[src/random_permutation_shuffle_core_macros.svh]
// ----------------------------------------------------------------------------
// Shuffle core assertion macros
// Concurrent assertion helpers for the permutation shuffle core.
// ----------------------------------------------------------------------------
`ifndef RANDOM_PERMUTATION_SHUFFLE_CORE_MACROS_SVH
`define RANDOM_PERMUTATION_SHUFFLE_CORE_MACROS_SVH

`ifndef SYNTHESIS
// Same-cycle implication, disabled during reset.
`define RPS_ASSERT_IMP(label, clk, rst, ante, cons) \
  label: assert property (@(posedge clk) disable iff (rst) (ante) |-> (cons)) \
    else $error("shuffle core: same-cycle check failed");
// Next-cycle implication, disabled during reset.
`define RPS_ASSERT_NXT(label, clk, rst, ante, cons) \
  label: assert property (@(posedge clk) disable iff (rst) (ante) |=> (cons)) \
    else $error("shuffle core: next-cycle check failed");
`else
`define RPS_ASSERT_IMP(label, clk, rst, ante, cons)
`define RPS_ASSERT_NXT(label, clk, rst, ante, cons)
`endif

`endif

[src/rps_pkg.sv]
// ----------------------------------------------------------------------------
// Shuffle core package
// Field widths and parameter defaults for the permutation shuffle core.
// ----------------------------------------------------------------------------
package rps_pkg;

  // Field widths
  localparam int POS_W  = 8;   // position, value and last index
  localparam int RAND_W = 15;  // random word field

  // Parameter defaults
  localparam int MAX_ITEMS_DEF = 256;
  localparam int RAND_BITS_DEF = 15;

endpackage

[src/random_permutation_shuffle_core.sv]
// ----------------------------------------------------------------------------
// Random permutation shuffle core
// Forward Fisher-Yates shuffle of 0..last_index, one position per request.
// ----------------------------------------------------------------------------
// Each input request carries a random word. At position i the core draws
// n = last_index - i + 1, picks j = i + (word mod n), swaps entries i and j
// of the permutation store and returns position i with its now-final value;
// the result for position last_index carries tlast and the next request
// starts a new run. Only the low RAND_BITS bits of the word are used (all 15
// when RAND_BITS is larger). A request passes from acceptance through the
// restoring remainder unit, one word bit per step, then one memory read and
// two swap writes over the single write port of the permutation memory,
// and only then does the core take the next request. A finished result sits
// in an output register, so the next request is taken while it waits; only a
// result that is still waiting when the following one is done holds the core.
// The permutation values live in a min(MAX_ITEMS, 256) x 8 memory with two
// registered read ports; per-entry written flags sit in flip-flops that are
// cleared together at the start of each run, so there is no clearing pass.
// Write last_index only while the core is idle; a position beyond the new
// value restarts the run at position 0.
`include "random_permutation_shuffle_core_macros.svh"

module random_permutation_shuffle_core
  import rps_pkg::*;
#(
  parameter int MAX_ITEMS = MAX_ITEMS_DEF,
  parameter int RAND_BITS = RAND_BITS_DEF
) (
  input  logic        clk,
  input  logic        rst,
  // configuration: last_index
  input  logic        cfg_we,
  input  logic [7:0]  cfg_wdata,
  // input requests
  input  logic        s_tvalid,
  output logic        s_tready,
  input  logic [15:0] s_tdata,   // [14:0] rand_value, [15] zero
  // results
  output logic        m_tvalid,
  input  logic        m_tready,
  output logic [15:0] m_tdata,   // [7:0] position, [15:8] perm_value
  output logic        m_tlast    // run_last
);

  localparam int DEPTH     = (MAX_ITEMS < 256) ? MAX_ITEMS : 256;
  localparam int AW        = $clog2(DEPTH);
  localparam int WORD_BITS = (RAND_BITS < RAND_W) ? RAND_BITS : RAND_W;
  localparam int CW        = $clog2(WORD_BITS + 1);

  typedef enum logic [4:0] {
    S_IDLE   = 5'b00001,
    S_DIV    = 5'b00010,
    S_READ   = 5'b00100,
    S_SWAP_I = 5'b01000,
    S_SWAP_J = 5'b10000
  } state_t;

  state_t                 state;
  logic [POS_W-1:0]       last_index;
  logic [POS_W-1:0]       step_position;
  logic [POS_W-1:0]       i_pos;
  logic [POS_W-1:0]       last_r;
  logic [POS_W:0]         n_r;
  logic [POS_W-1:0]       rem;
  logic [WORD_BITS-1:0]   word_sh;
  logic [CW-1:0]          cnt;
  logic [DEPTH-1:0]       written;
  logic [POS_W-1:0]       perm_mem [DEPTH];
  logic [POS_W-1:0]       q_i;
  logic [POS_W-1:0]       q_j;
  logic                   f_i;
  logic                   f_j;
  logic [POS_W-1:0]       vi_r;
  logic                   out_valid;
  logic [POS_W-1:0]       out_pos;
  logic [POS_W-1:0]       out_val;
  logic                   out_last;

  logic [POS_W-1:0]       last_eff;
  logic [POS_W-1:0]       i_start;
  logic                   accept;
  logic [POS_W:0]         trial;
  logic                   trial_ge;
  logic [POS_W-1:0]       rem_next;
  logic [POS_W-1:0]       j_pos;
  logic [AW-1:0]          i_addr;
  logic [AW-1:0]          j_addr;
  logic [POS_W-1:0]       vi;
  logic [POS_W-1:0]       vj;
  logic                   out_free;
  logic                   out_load;
  logic                   mem_we;
  logic [AW-1:0]          mem_waddr;
  logic [POS_W-1:0]       mem_wdata;

  // Saturate the last index to the store depth; restart a run that is past it.
  assign last_eff = (last_index > POS_W'(DEPTH - 1)) ? POS_W'(DEPTH - 1) : last_index;
  assign i_start  = (step_position > last_eff) ? '0 : step_position;
  assign s_tready = (state == S_IDLE);
  assign accept   = s_tvalid && s_tready;

  // One restoring remainder step: shift in the next word bit, subtract n if it fits.
  assign trial    = {rem, word_sh[WORD_BITS-1]};
  assign trial_ge = (trial >= n_r);
  assign rem_next = trial_ge ? POS_W'(trial - n_r) : trial[POS_W-1:0];

  // j never exceeds last_r, so the sum stays in range.
  assign j_pos  = i_pos + rem;
  assign i_addr = i_pos[AW-1:0];
  assign j_addr = j_pos[AW-1:0];

  // An entry not written in this run reads as its own index.
  assign vi = f_i ? q_i : i_pos;
  assign vj = f_j ? q_j : j_pos;

  assign out_free = !out_valid || m_tready;
  assign out_load = (state == S_SWAP_J) && out_free;

  assign mem_we    = (state == S_SWAP_I) || (state == S_SWAP_J);
  assign mem_waddr = (state == S_SWAP_I) ? i_addr : j_addr;
  assign mem_wdata = (state == S_SWAP_I) ? vj : vi_r;

  // Configuration register
  always_ff @(posedge clk) begin
    if (rst) begin
      last_index <= '0;
    end else if (cfg_we) begin
      last_index <= cfg_wdata;
    end
  end

  // Sequencer: accept, divide, read, swap, deliver
  always_ff @(posedge clk) begin
    if (rst) begin
      state         <= S_IDLE;
      step_position <= '0;
    end else begin
      unique case (state)
        S_IDLE: begin
          if (accept) begin
            // advance the run position as soon as the request is taken
            step_position <= (i_start == last_eff) ? '0 : i_start + POS_W'(1);
            state         <= S_DIV;
          end
        end
        S_DIV: begin
          if (cnt == CW'(1)) begin
            state <= S_READ;
          end
        end
        S_READ: begin
          state <= S_SWAP_I;
        end
        S_SWAP_I: begin
          state <= S_SWAP_J;
        end
        S_SWAP_J: begin
          // hold here while the previous result still waits
          if (out_free) begin
            state <= S_IDLE;
          end
        end
        default: begin
          state <= S_IDLE;
        end
      endcase
    end
  end

  // Datapath registers of the request at work
  always_ff @(posedge clk) begin
    if (accept) begin
      i_pos   <= i_start;
      last_r  <= last_eff;
      n_r     <= {1'b0, last_eff} - {1'b0, i_start} + (POS_W+1)'(1);
      rem     <= '0;
      word_sh <= s_tdata[WORD_BITS-1:0];
      cnt     <= CW'(WORD_BITS);
    end else if (state == S_DIV) begin
      rem     <= rem_next;
      word_sh <= word_sh << 1;
      cnt     <= cnt - CW'(1);
    end
    if (state == S_READ) begin
      f_i <= written[i_addr];
      f_j <= written[j_addr];
    end
    if (state == S_SWAP_I) begin
      vi_r <= vi;
    end
  end

  // Written flags: clear at run start, set on each swap write
  always_ff @(posedge clk) begin
    if (rst) begin
      written <= '0;
    end else if (accept && (i_start == '0)) begin
      written <= '0;
    end else if (mem_we) begin
      written[mem_waddr] <= 1'b1;
    end
  end

  // Permutation memory: two registered reads, one write
  always_ff @(posedge clk) begin
    if (state == S_READ) begin
      q_i <= perm_mem[i_addr];
      q_j <= perm_mem[j_addr];
    end
    if (mem_we) begin
      perm_mem[mem_waddr] <= mem_wdata;
    end
  end

  // Output register
  always_ff @(posedge clk) begin
    if (rst) begin
      out_valid <= 1'b0;
    end else if (out_load) begin
      out_valid <= 1'b1;
    end else if (m_tready) begin
      out_valid <= 1'b0;
    end
  end

  // Value fixed at i: entry j as read, before the swap.
  always_ff @(posedge clk) begin
    if (out_load) begin
      out_pos  <= i_pos;
      out_val  <= vj;
      out_last <= (i_pos == last_r);
    end
  end

  assign m_tvalid = out_valid;
  assign m_tdata  = {out_val, out_pos};
  assign m_tlast  = out_last;

  `RPS_ASSERT_IMP(a_rem_below_n, clk, rst, state == S_DIV, ({1'b0, rem} < n_r))
  `RPS_ASSERT_IMP(a_j_in_run, clk, rst, state == S_READ, (j_pos >= i_pos) && (j_pos <= last_r))
  `RPS_ASSERT_NXT(a_flag_i_set, clk, rst, state == S_SWAP_I, written[i_addr])

endmodule
[config.mk]
export PLATFORM = sky130hd
export DESIGN_NAME = random_permutation_shuffle_core
export DESIGN_NICKNAME = d
export VERILOG_FILES = /design/src/rps_pkg.sv /design/src/random_permutation_shuffle_core.sv
export VERILOG_INCLUDE_DIRS = /design/src /design/src/src
export SDC_FILE = /design/constraint.sdc
export NUM_CORES = 2
export LEC_CHECK = 0
export BUFFER_PORTS_ARGS = -buffer_cell sky130_fd_sc_hd__buf_2
export CAP_MARGIN = 5
export CORE_MARGIN = 2
export CORE_UTILIZATION = 40
export CTS_CLUSTER_SIZE = 12
export DETAILED_ROUTE_END_ITERATION = 7
export SLEW_MARGIN = 20
export SYNTH_ARGS = -nofsm -noshare
export SYNTH_HDL_FRONTEND = slang
export SYNTH_SLANG_ARGS = --single-unit
export TNS_END_PERCENT = 10
[constraint.sdc]
create_clock -name clk -period 17.99 [get_ports clk]
set_input_delay 0.8995 -clock clk [delete_from_list [all_inputs] [get_ports clk]]
set_output_delay 0.8995 -clock clk [all_outputs]
set_load 0.03 [all_outputs]
==> results.sh <==
export IMPL_holdCritStartpoint="cfg_wdata[4]"
export IMPL_outcome="finished with violations"
export IMPL_fin_tns_setup_ns=0
export IMPL_htree_levels=5
export IMPL_area_delta_synth_final_pct=12.5
export IMPL_die_w_microns=535
export IMPL_rr_endpoint="q_j[5]"
export IMPL_rr_worst_depth=12
export IMPL_maxSlewHeadroom_pct=9.90
export IMPL_antenna_found_initial=15
export IMPL_yosysMostFrequentCell="edfxtp_1"
export IMPL_finalHoldViolCount=0
export IMPL_syn_inst=5938
export IMPL_netlist_area_sq_mm=0.113
export IMPL_wl_met3_microns=36800
export IMPL_postSynthAreaPerCell_sq_um=19.0
export IMPL_cts_sinks=2421
export IMPL_ff2ff_setup_slack_ns=10.86
export IMPL_cp_common_cell="buf_4"
export IMPL_drt_iter0_drc=8410
export IMPL_clockRootBuffer="clkbuf_16"
export IMPL_routed_wl_met2_microns=165000
export IMPL_hp_class="input port to register"
export IMPL_cts_buffers_inserted=274
export IMPL_skew_ns=0.0624
export IMPL_violations="design-rule violations"
export IMPL_peakVddDrop_v=0.000107
export IMPL_setup_viol=0
export IMPL_die_h_microns=535
export IMPL_rows=194
export IMPL_core_sq_mm=0.280
export IMPL_place_ws_ns=11.03
export IMPL_holdPathStages=3
export IMPL_clock_path_buffers=4
export IMPL_vias_per_cell=6.39
export IMPL_synth_top_area_share_pct=56.8
export IMPL_setup_ws_ns=10.86
export IMPL_first_pass_iters=8
export IMPL_drv_cap=0
export IMPL_ys_warn_count=0
export IMPL_hpwl_microns=211000
export IMPL_grt_pass1_vias=64900
export IMPL_io_buffers=46
export IMPL_slew_viol_final=0
export IMPL_p_leak_nw=39.8
export IMPL_cts_hold_buf=0
export IMPL_vias=64100
export IMPL_rr_startpoint="i_addr[0]"
export IMPL_synth_fp_nets=6015
export IMPL_cts_resized=0
export IMPL_min_period_over_period_pct=39.6
export IMPL_worstPathArrival_ns=7.67
export IMPL_grt_setup_unrepaired="false"
export IMPL_finalCriticalPeriod_ns=7.13
export IMPL_crit_path_max_fanout=48
export IMPL_async_reset_ff_share_pct=0
export IMPL_wl_per_cell_microns=35.3
export IMPL_overflow=0
export IMPL_cp_required_ns=18.53
export IMPL_worst_path_largest_cell_delay_ns=1.14
export IMPL_drc=24
export IMPL_final_nets=6153
export IMPL_critPathKind="register to register"
export IMPL_endpoint_kind="register"
export IMPL_wl_met1_microns=133000
export IMPL_synth_cell_types=72
export IMPL_whs_endpoint="last_index[4]"
export IMPL_tightest_slew_ns=1.34
export IMPL_track_usage_pct=24.4
export IMPL_cts_tree="built"
export IMPL_synth_seq_cells=2421
export IMPL_grt_max_degree=178
export IMPL_drt_total_wl_microns=353000
export IMPL_dieArea_sq_mm=0.286
export IMPL_cts_clk_slew_worst_paths_ns=0.06
export IMPL_ys_top_cells_by_count="2131 x edfxtp_1, 1376 x mux4_2, 419 x nand2_1"
export IMPL_drive_gt1_share_pct=34.7
export IMPL_gp_congestion=0.894
export IMPL_ant_nets=0
export IMPL_cpMaxStageDelayCell="nor4_1"
export IMPL_insertion_delay_ns=0.88
export IMPL_post_cts_buffers=0
export IMPL_p_per_area_mw_per_mm2=133
export IMPL_startpoint_type="register"
export IMPL_grt_pass1_wl_microns=494000
export IMPL_synth_edf_count=2131
export IMPL_initial_utilization_pct=40.3
export IMPL_crit_start="i_addr[0]"
export IMPL_fmax_ghz=0.140
export IMPL_top_layer="met5"
export IMPL_netlist_top_cells_area="edfxtp_1 57%, mux4_2 28%, dfxtp_1 5.2%"
export IMPL_io_pins=48
export IMPL_synth_largest_area_cell="edfxtp_1"
export IMPL_yosysSeqAreaShare_pct=61.9
export IMPL_synth_ff_type="edfxtp_1"
export IMPL_path_cells="ha_4, fa_4, buf_4, buf_4, buf_4, mux4_2, and3_1, a211oi_1, a31oi_1, a32o_1, nor4_1, a221oi_1"
-- metal layers --
| metal | track usage, % | vias to the layer above |
|---|---|---|
| li1 | - | 25400 |
| met1 | 32.0 | 34500 |
| met2 | 38.1 | 3476 |
| met3 | 6.76 | 701 |
| met4 | 11.0 | 12 |
| met5 | 0.400 | - |
-- cells in the final DEF (no fill, tap or decap), types with 13 or more instances in the layout --
| cell | count |
|---|---|
| nand4_1 | 26 |
| mux2_2 | 18 |
| clkbuf_16 | 282 |
| o21a_1 | 267 |
| a221oi_1 | 25 |
| a22oi_1 | 60 |
| buf_12 | 13 |
| inv_1 | 48 |
| a31oi_1 | 19 |
| nand2_1 | 417 |
| o21ai_0 | 30 |
| and3_1 | 28 |
| clkbuf_8 | 29 |
| nand3_1 | 114 |
| a21oi_1 | 23 |
| mux4_2 | 1376 |
| a22o_1 | 19 |
| xnor2_1 | 22 |
| dfxtp_1 | 290 |
| nor2_2 | 57 |
| clkbuf_1 | 93 |
| ha_1 | 44 |
| clkinv_2 | 29 |
| clkinv_1 | 31 |
| edfxtp_1 | 2131 |
| mux2i_1 | 20 |
| nor2_1 | 259 |
| buf_2 | 46 |
| buf_4 | 254 |
-- worst max-delay path, delay by kind of cell, from the launching register on --
family                     cells  cell delay [ns]
buffers and inverters          3             2.03
DFF                            1             0.53
and+or+nand+nor                2             1.33
muxes                          1             0.40
AOI/OAI and AO/OA              4             1.02
adders and majority gates      2             1.36
-- power breakdown --
part	switching (W)	leakage [nW]	internal (W)
combinational	0.00293	14.1	0.00233
clock	0.00230	4.19	0.00314
sequential	0.0000282	21.5	0.00608
-- state kept, by name, indices dropped and copies added (netlist names), 8 cells and up --
name,cells
out_pos,8
out_val,8
word_sh,15
q_i,8
step_position,8
last_index,8
perm_mem,2048
rem,8
last_r,8
n_r,9
q_j,8
i_addr,8
vi_r,8
written,256
-- logic make-up after synthesis --
family                     Yosys count  synth area share, %
DFF                               2421                 61.9
muxes                             1421                 27.9
and+or+nand+nor                    967                 3.61
AOI/OAI and AO/OA                  541                 3.64
buffers and inverters              508                 2.05
adders and majority gates           48                0.553
xor gates and xnor gates            32                0.269
-- per-stage QoR --
stage	utilization [%]	area [sq um]	cells	total power, W	hold slack, ns
finish	45.3	127000	10000	0.0168	0.291
global route	45.3	127000	10000	0.0173	0.287
CTS	45.2	127000	10000	0.0169	0.241
detailed placement	42.2	118000	9520	0.0115	0.470
global placement	42.1	118000	9520	0.0115	0.458
floorplan	-	113000	5938	0.00992	0.424
-- how the worst max path moves through the flow --
stage	endpoint	slack, ns	cells past startpoint
final	q_j[5]	10.86	12
after global routing	q_j[4]	10.85	12
after CTS	q_j[5]	11.00	12
after detailed placement	q_j[5]	11.03	12
after global placement	q_j[2]	11.08	12
after floorplan	perm_mem[0][4]	11.91	10
-- final cells by class --
class	count	area [sq um]
antenna	10	25.0
tap	3724	4660
inverter	49	184
multi-input combinational	3009	41000
timing repair buffer	321	2550
clock inverter	89	773
clock buffer	404	7800
sequential	2421	69800
fill	23700	153000
Power figures use the tool's default switching activity.
